File: src/hdl/cgms_pkg.sv
// Package for the compressed gadget matrix store.
// Holds the sizes, the row tables and the decode result type.
// Used by the address decode, the top level and the testbench; depends on nothing.
package cgms_pkg;

    localparam int POOL_DEPTH   = 768;
    localparam int DIGITS       = 3;
    localparam int POOL_AW      = $clog2(POOL_DEPTH);
    localparam int PACKED_ROWS  = 24;
    localparam int ROW_W        = 5;
    localparam int COL_W        = 9;
    localparam int VALUE_W      = 64;
    localparam int COEFF_W      = 16;
    localparam int TDATA_IN_W   = 80;
    localparam int BASE_SEL_W   = 2;
    localparam int SHIFT_W      = 3;

    localparam logic CMD_READ  = 1'b0;
    localparam logic CMD_WRITE = 1'b1;

    localparam logic [VALUE_W-1:0] GADGET_ONE  = 64'd1;
    localparam logic [VALUE_W-1:0] GADGET_MID  = 64'd32768;
    localparam logic [VALUE_W-1:0] GADGET_HIGH = 64'd1073741824;

    typedef logic [POOL_AW-1:0] offset_tab_t [PACKED_ROWS];
    typedef logic [SHIFT_W-1:0] shift_tab_t [PACKED_ROWS];
    typedef logic [VALUE_W-1:0] gadget_tab_t [PACKED_ROWS];

    localparam offset_tab_t ROW_OFFSET = '{
        POOL_AW'(0),   POOL_AW'(1),   POOL_AW'(2),   POOL_AW'(3),
        POOL_AW'(5),   POOL_AW'(7),   POOL_AW'(9),   POOL_AW'(13),
        POOL_AW'(17),  POOL_AW'(21),  POOL_AW'(29),  POOL_AW'(37),
        POOL_AW'(45),  POOL_AW'(61),  POOL_AW'(77),  POOL_AW'(93),
        POOL_AW'(125), POOL_AW'(157), POOL_AW'(189), POOL_AW'(253),
        POOL_AW'(317), POOL_AW'(381), POOL_AW'(509), POOL_AW'(637)
    };

    // Stride of row r is 128 >> (r / 3), kept as its base-two logarithm.
    function automatic shift_tab_t build_shift_tab();
        shift_tab_t tab;
        for (int i = 0; i < PACKED_ROWS; i++)
        begin
            tab[i] = SHIFT_W'(7 - i / 3);
        end
        return tab;
    endfunction

    function automatic gadget_tab_t build_gadget_tab();
        gadget_tab_t tab;
        for (int i = 0; i < PACKED_ROWS; i++)
        begin
            case (i % DIGITS)
                0:       tab[i] = GADGET_ONE;
                1:       tab[i] = GADGET_MID;
                2:       tab[i] = GADGET_HIGH;
                default: tab[i] = '0;
            endcase
        end
        return tab;
    endfunction

    localparam shift_tab_t  ROW_SHIFT  = build_shift_tab();
    localparam gadget_tab_t GADGET_TAB = build_gadget_tab();

    typedef struct packed {
        logic                  pool_hit;
        logic [POOL_AW-1:0]    slot_addr;
        logic                  base_hit;
        logic [BASE_SEL_W-1:0] base_sel;
        logic [VALUE_W-1:0]    const_value;
    } decode_t;

endpackage

File: src/hdl/cgms_addr_decode.sv
// Address decode for the compressed gadget matrix store.
// Maps (row, column) to a pool slot, a base register or a fixed gadget power.
// Depends on cgms_pkg.
module cgms_addr_decode (
    input  logic [cgms_pkg::ROW_W-1:0] row,
    input  logic [cgms_pkg::COL_W-1:0] col,
    output cgms_pkg::decode_t          dec
);
    import cgms_pkg::*;

    logic [SHIFT_W-1:0] shift;
    logic [7:0]         col_low;
    logic [7:0]         low_mask;
    logic [7:0]         slot_off;
    logic [POOL_AW:0]   idx_sum;
    logic               packed_row;
    logic               col_zero;
    logic               odd_multiple;

    assign packed_row = (row < ROW_W'(PACKED_ROWS));
    assign col_zero   = (col == '0);
    assign col_low    = col[7:0];
    assign shift      = packed_row ? ROW_SHIFT[row] : '0;
    assign low_mask   = (8'd1 << shift) - 8'd1;
    assign odd_multiple = !col[8] && ((col_low & low_mask) == 8'd0) && col_low[shift];
    assign slot_off   = {1'b0, col_low[7:1]} >> shift;
    assign idx_sum    = {1'b0, (packed_row ? ROW_OFFSET[row] : POOL_AW'(0))}
                        + (POOL_AW + 1)'(slot_off);

    always_comb
    begin
        dec.pool_hit    = packed_row && odd_multiple
                          && (idx_sum < (POOL_AW + 1)'(POOL_DEPTH));
        dec.slot_addr   = idx_sum[POOL_AW-1:0];
        dec.base_hit    = (row[4:2] == 3'b110) && col_zero;
        dec.base_sel    = row[1:0];
        dec.const_value = (packed_row && col_zero) ? GADGET_TAB[row] : '0;
    end

endmodule

File: config.mk
export PLATFORM = sky130hd
export DESIGN_NAME = cgms_addr_decode
export DESIGN_NICKNAME = d
export VERILOG_FILES = /design/src/hdl/cgms_pkg.sv /design/src/hdl/cgms_addr_decode.sv
export SDC_FILE = /design/constraint.sdc
export NUM_CORES = 1
export LEC_CHECK = 0
export BUFFER_PORTS_ARGS = -buffer_cell sky130_fd_sc_hd__buf_4
export CAP_MARGIN = 10
export CORE_ASPECT_RATIO = 0.7
export CORE_UTILIZATION = 50
export DETAILED_ROUTE_END_ITERATION = 16
export PLACE_DENSITY = 0.86
export SYNTH_ARGS = -nofsm -noshare
export SYNTH_HDL_FRONTEND = slang
export SYNTH_SLANG_ARGS = --single-unit
File: constraint.sdc
create_clock -name vclk -period 4.9
set_clock_uncertainty 0.1 [all_clocks]
set_input_delay 0.49 -clock vclk [all_inputs]
set_output_delay 0.49 -clock vclk [all_outputs]
set_load 0.02 [all_outputs]
Yosys cells after proc, flatten, opt, wreduce, memory -nomap -nowiden
Memories as Yosys holds them, arrays and structs flattened.
Cells that the tools add are included.

cells by class
  magnitude comparators = 4
  bitwise gates (word level) = 2
  $add $sub $neg = 2
  equal/unequal tests = 1
  mux-type cells = 11
  shifts and indexed selects = 2
  reductions and logical operators = 9

operators with widths
  operator              count
  $mux 64               3
  $mux 10               3
  $add 10x8->11         1
  $lt 11x10->1 const B  1
  $logic_not 9->1       1
  $mux 3                3
  $and 8x8->8           1
  $logic_not 8->1       1
  $shl 1x3->8 const A   1
  $shr 7x3->8           1
  $sub 8x1->8 const B   1
  $ge 6x6->1 const B    1
  $logic_and 1x1->1     6
  $not 5->6             1
  $lt 5x5->1 const B    1
  $lt 3x4->1 const B    1
  $bmux 1 s3            1
  $eq 3x3->1 const B    1
  $logic_not 1->1       1
  $mux 1                1

storage, ports and cells
  ROM bits = 2,464
  flip-flop bits (word level) = 0
  input port bits = 14
  memories = 3

memories
  memory            words  width  read ports  clocked after Yosys merged registers in  wr ports  RTL line                text
  (name not given)  32     64     1           0                                        0         cgms_addr_decode.sv:37  dec.const_value = (packed_row && col_zero) ? GADGET_TAB[row] : '0;
  (name not given)  32     10     1           0                                        0         cgms_addr_decode.sv:27  assign idx_sum = {1'b0, (packed_row ? ROW_OFFSET[row] : POOL_AW'(0))}
  (name not given)  32     3      1           0                                        0         cgms_addr_decode.sv:23  assign shift = packed_row ? ROW_SHIFT[row] : '0;

Longest topological paths before layout
Gate-level depths: netlist (run 1).

  depth in word-level cells = 13
  depth in mapped cells = 19

Least setup slack after synthesis (run 1)
OpenSTA, ideal clock, no wires.

  path kind = input port to output port
  start point = input port row[1] (netlist bit)
  end point = output port dec[77] (netlist bit)
  buffers on the path = 2
  arrival = 3.890 ns
  cell stages on the path = 19
  required time = 4.310 ns
  setup slack = 0.420 ns
  cells stage by stage = clkbuf_1 inv_1 ha_1 nand4bb_1 nand3_2 nor2_8 buf_12 mux2i_1 mux2i_1 mux2_2 ha_1 inv_1 fa_1 nor2b_1 o31a_1 o41ai_2 o21ai_0 nand4bb_1 and4bb_1

RTL lines
  what             RTL line               text
  start, declared  cgms_addr_decode.sv:5  input logic [cgms_pkg::ROW_W-1:0] row,
  end, declared    cgms_addr_decode.sv:7  output cgms_pkg::decode_t dec

==> results.md, run 1 <==
* Status: finished, final reports clean
* Final core utilization at 0.569
* Detailed Place HPWL at ~3.4 mm
* Layout fillers at 348
* Share of layout cells above drive strength 1 at 0.199
* Gr ovfl total at 0
* CP required at 4.31 ns
* Max Cap Viol at 0
* Vias at 1850
* Die area at approximately 4100 sq um
* List of most frequent post-synthesis cells: buf_4, nor2_1, nand2_1
* Antenna-violating nets left at 0
* Hold path start: row[1]
* Critical Path, Cell by Cell: buf_6 > clkinvlp_4 > ha_1 > nand4bb_1 > nand3_2 > nor2_8 > mux2i_4 > mux2i_1 > mux2_2 > ha_1 > inv_1 > fa_2 > nor2b_1 > o31a_1 > o41ai_4 > buf_4 > nor4_4 > a221oi_2 > and4bb_1 > buf_4
* Synth area leader: buf_4
* Setup Viol. Count Final at 0
* Initial antenna violation count at 0
* Peak supply drop at about 0.074 mV
* Layout Cells excl Fill at roughly 350
* Crit path launch type: input pin
* Worst Path Max Fanout at 16
* Clock buf count at 0
* Sequential cell area at 0 sq um
* Multi-input logic area at ~1600 sq um
* Starting density of the core at 0.532
* Drt via density at between 5 and 6
* Crit path DAT at roughly 4 ns
* Diode count at 0
* Critical Path Max Stage Delay at ~0.37 ns
* Min-delay worst type: in -> out
* Worst Hold Depth at 2
* Total Wirelength at between 4 and 5 mm
* Period utilization at 0.958
* Syn-to-layout area delta at 6.98%
* Area share of the largest cell type after synthesis at 0.255
* Synthesis Warnings at 0
* Max Fclk at roughly 210 MHz
* First-pass GRT wire length at 6.66 mm
* Largest cells by area after synthesis: buf_4, ha_1, nor2_1, mux2i_1, nand2_1
* PortBufs at 31
* Final Max Slew Viols at 0
* Final net count at 333
* Total power at 0.000296 W
* Critical path's slowest cell: o41ai_4
* Synthesized area at around 1900 sq um
* FFs & Latches at 0
* Die span in y at ~54 um
* Core ar. at roughly 3600 sq um
* CP Class: in -> out
* Cell variety after synth at between 50 and 60
* Die width at 76.0 um
* Drt pass-1 iters at 5
* Wire length per cell at ~12 um
* Synth Area per Inst at roughly 7 sq um
* Largest net degree at the start of global routing at 27
* Tot GR Track Use at 0.200
* Crit end category: primary output
* DRC at 0
* Power Dens Cells at roughly 140 nW/um^2
* Number of global-route vias before repair at 1381
* Top-count cell post-synth: buf_4
* Routability Congestion at about 1
* Sequential share of the synthesized area at 0
* Final hold slack at approximately 1.2 ns
* Fin. Hold Viols at 0
* Crit path time final at ~4.7 ns
* Row Count at 18
* Placed cell count at roughly 340
* Leak at around 1 nW
* Post-Syn Instances at about 270
* Worst Hold Endpoint: dec[65]
* Initial drt markers at between 200 and 300
* Boundary Pins at 92
-- area by class of cell --
type | instances | share of cell area
multi-input cells | 251 | 0.794
well taps | 50 | 0.0305
inverters | 9 | 0.0183
repair buffers | 42 | 0.157
-- where the power goes --
group          internal, W  total (W)  leakage (nW)  switching, W
logic             0.000114   0.000296          1.02      0.000182
clock network            0          0             0             0
registers                0          0             0             0
-- cell usage in the layout, fill, tap and decap left out, drive strengths merged, types with 2 or more instances in the layout --
master   Yosys  final
xnor2        5      5
ha          14     14
nand2b       2      2
conb         1     61
and2         4      4
a221oi       2      2
a32o         2      2
mux2i       10     10
nand2       25     25
buf         67     42
a21boi       2      2
nor2b        5      5
nand4bb      3      3
nor2        32     32
nand4        2      2
o21a         4      4
inv          8      7
nor4         3      3
nand4b       2      2
a211oi       6      6
nor3         3      3
a21o         3      3
o21ai       17     17
mux2         4      4
a21oi       16     16
-- worst max-delay path by stage --
stage                start      end  slack, ns  cells past startpoint
floorplan           row[1]  dec[77]       0.42                     19
CTS                 row[1]  dec[77]       0.08                     18
global placement    row[1]  dec[77]       0.22                     18
detailed placement  row[1]  dec[77]       0.09                     18
finish              row[1]  dec[77]       0.20                     20
global route        row[1]  dec[77]      -0.06                     20
-- logic make-up (layout without fill, tap and decap cells) --
group           count (synthesis)  after routing  synth area share
other cells                     1             61           0.00196
compound gates                 66             66             0.238
fa+ha+maj                      15             15             0.102
xor+xnor                        6              6            0.0274
simple gates                   88             88             0.245
buf+inv                        82             51             0.296
mux                            15             15            0.0894
-- critical path: cells and delay by family --
kind / cells / cell delay [ns]
compound gates: 3 / 0.87
simple gates: 6 / 0.80
buf+inv: 5 / 0.67
fa+ha+maj: 3 / 0.66
mux: 3 / 0.61
-- metrics by stage --
stage / setup WS [ns] / TNS (ns) / cell area, sq um
after floorplan: 0.420 / 0 / 2140
after global placement: 0.223 / 0 / 1930
after detailed placement: 0.0861 / 0 / 1930
after CTS: 0.0799 / 0 / 1930
after global routing: -0.0595 / -0.0595 / 2050
final: 0.203 / 0 / 2050
-- timing repair --
item / CTS / global route
hold buffers: 0 / 0
setup buffers: 0 / 8
endpoints found under the setup margin: 0 / 1
resized for setup: 0 / 13
-- metal layers --
layer	part of all wire	track usage	vias up
met5	0	0	-
met4	0.013	0.0224	0
met2	0.44	0.330	120
li1	-	-	900
met3	0.087	0.0102	6
met1	0.46	0.296	824
Power figures use the tool's default switching activity.
==> run 2: changes to the inputs <==
--- a/config.mk
+++ b/config.mk
@@ -7,10 +7,12 @@
 export LEC_CHECK = 0
 export BUFFER_PORTS_ARGS = -buffer_cell sky130_fd_sc_hd__buf_4
 export CAP_MARGIN = 10
+export CELL_PAD_IN_SITES_DETAIL_PLACEMENT = 0
+export CELL_PAD_IN_SITES_GLOBAL_PLACEMENT = 1
 export CORE_ASPECT_RATIO = 0.7
-export CORE_UTILIZATION = 50
+export CORE_UTILIZATION = 34
 export DETAILED_ROUTE_END_ITERATION = 16
-export PLACE_DENSITY = 0.86
+export PLACE_DENSITY_LB_ADDON = 0.1
 export SYNTH_ARGS = -nofsm -noshare
 export SYNTH_HDL_FRONTEND = slang
 export SYNTH_SLANG_ARGS = --single-unit
==> results.md, run 2 (synthesis results as in run 1) <==
* Status: finished, final reports clean (unchanged)
* Worst Hold Depth at 2 (unchanged)
* Die area at 5950 sq um (was 4090 sq um)
* Place WS at 0.161 ns (was 0.0861 ns)
* Total Wirelength at 5.02 mm (was 4.37 mm)
* Vias at 1788 (was 1850)
* Worst Setup SP: row[3] (was row[1])
* Worst Hold Endpoint: dec[65] (unchanged)
* Fin. Hold Viols at 0 (unchanged)
* Setup TNS at 0 ns (unchanged)
* Core ar. at 5340 sq um (was 3600 sq um)
* Sequential cell area at 0 sq um (unchanged)
* Routability Congestion at 0.809 (was 0.973)
* Hold path start: row[1] (unchanged)
* Crit path DAT at 4.08 ns (was 4.11 ns)
* Diode count at 0 (unchanged)
* Antenna-violating nets left at 0 (unchanged)
* Gr ovfl total at 0 (unchanged)
* Drt via density at 4.81 (was 5.26)
* Boundary Pins at 92 (unchanged)
* CP required at 4.31 ns (about the same)
* Hold-fix buffer count after cts at 0 (unchanged)
* Syn-to-layout area delta at 4.83% (was 6.98%)
* Setup Viol. Count Final at 0 (unchanged)
* DRC at 0 (unchanged)
* Share of layout cells above drive strength 1 at 0.173 (was 0.199)
* Max Fclk at 214 MHz (was 213 MHz)
* Initial antenna violation count at 0 (unchanged)
* Leak at 1.01 nW (was 1.02 nW)
* PortBufs at 31 (unchanged)
* Initial drt markers at 107 (was 257)
* Detailed Place HPWL at 3.98 mm (was 3.36 mm)
* Commonest cells after routing, fill and taps aside: conb_1, buf_4, nor2_1 (unchanged)
* Crit end category: primary output (unchanged)
* Largest net degree at the start of global routing at 27 (unchanged)
* Wire length per cell at 13.5 um (was 12.4 um)
* Final Max Slew Viols at 0 (unchanged)
* Row Count at 22 (was 18)
* Tot GR Track Use at 0.163 (was 0.200)
* Clock buf count at 0 (unchanged)
* Starting density of the core at 0.359 (was 0.532)
* Die span in y at 64.8 um (was 53.8 um)
* RSZ-0062 raised after global routing: false
* Die width at 91.7 um (was 76.0 um)
* CP Class: in -> out (unchanged)
* Measured slew at the worst slew-check pin at 0.605 ns
* Crit path time final at 4.67 ns (was 4.70 ns)
* Layout fillers at 620 (was 348)
* First-pass GRT wire length at 7.85 mm (was 6.66 mm)
* Max Cap Viol at 0 (unchanged)
* Peak supply drop at 0.0394 mV (was 0.0743 mV)
* FFs & Latches at 0 (unchanged)
* Min-delay worst type: in -> out (unchanged)
* Setup slack after layout at 0.228 ns (was 0.203 ns)
* Drt pass-1 iters at 4 (was 5)
* Power Dens Cells at 144 nW/um^2 (about the same)
* Worst Path Max Fanout at 21 (was 16)
* Final net count at 331 (was 333)
* Number of global-route vias before repair at 1503 (was 1381)
* Period utilization at 0.953 (was 0.958)
* Crit path launch type: input pin (unchanged)
* Slew HR at 0.593
* Most common cell after layout, fill and taps aside: conb_1 (unchanged)
==> run 2: cell count changes in the layout (fill, tap and decap cells not counted), sizes merged <==
cell / delta
buf: -2
inv: +1
clkinvlp: -1
==> run 2: power breakdown <==
group | switching, W | internal (W) | total [W]
clock network | 0 | 0 | 0
logic | 0.000181 | 0.000108 | 0.000289
registers | 0 | 0 | 0
total | 0.000181 | 0.000108 | 0.000289
==> run 2: per-stage QoR <==
| step | util | area (sq um) | instances | hold slack [ns] | total power (W) |
|---|---|---|---|---|---|
| final | 0.376 | 2010 | 372 | 1.16 | 0.000289 |
| after global routing | 0.376 | 2010 | 372 | 1.17 | 0.000317 |
| after CTS | 0.374 | 2000 | 372 | 1.16 | 0.000287 |
| after detailed placement | 0.374 | 2000 | 372 | 1.16 | 0.000286 |
| after global placement | 0.374 | 2000 | 372 | 1.17 | 0.000288 |
| after floorplan | - | 2140 | 333 | 0.993 | 0.000247 |
==> run 2: worst max-delay path by stage <==
stage,endpoint,slack [ns],cells after the start
floorplan,dec[77],0.42,19
global placement,dec[77],0.22,17
detailed placement,dec[77],0.16,17
CTS,dec[77],0.14,17
global route,dec[77],0.004,19
finish,dec[77],0.23,17
==> run 2: layout make-up <==
type                       instances  area, sq um  share of cell area
multi-input combinational        251         1590               0.789
timing repair buffer              40          300               0.149
inverter                           9         33.8              0.0168
tap                               72         90.1              0.0448
==> run 2: what timing repair did <==
item                       in CTS  in global routing
buffers inserted                0                  0
gates resized for setup         0                  1
setup endpoints to repair       0                  1
==> run 2: critical path, stage by stage <==
cell and delay, ns:
buf_4 0.21, and2b_1 0.25, o311a_4 0.40, nor2_8 0.21, mux2i_1 0.25, mux2i_1 0.10, mux2_2 0.27, ha_1 0.22
inv_1 0.07, fa_1 0.20, nor2b_1 0.06, o31a_1 0.29, o41ai_4 0.30, o21ai_0 0.16, nand4bb_1 0.20, and4bb_1 0.23
buf_4 0.16
==> run 2: metal layers <==
metal | up-vias | GRT usage | wire [um]
li1 | 892 | - | -
met1 | 822 | 0.261 | 2710
met2 | 74 | 0.248 | 1950
met3 | 0 | 0.00704 | 355
met4 | 0 | 0.00586 | 0
met5 | - | 0 | 0
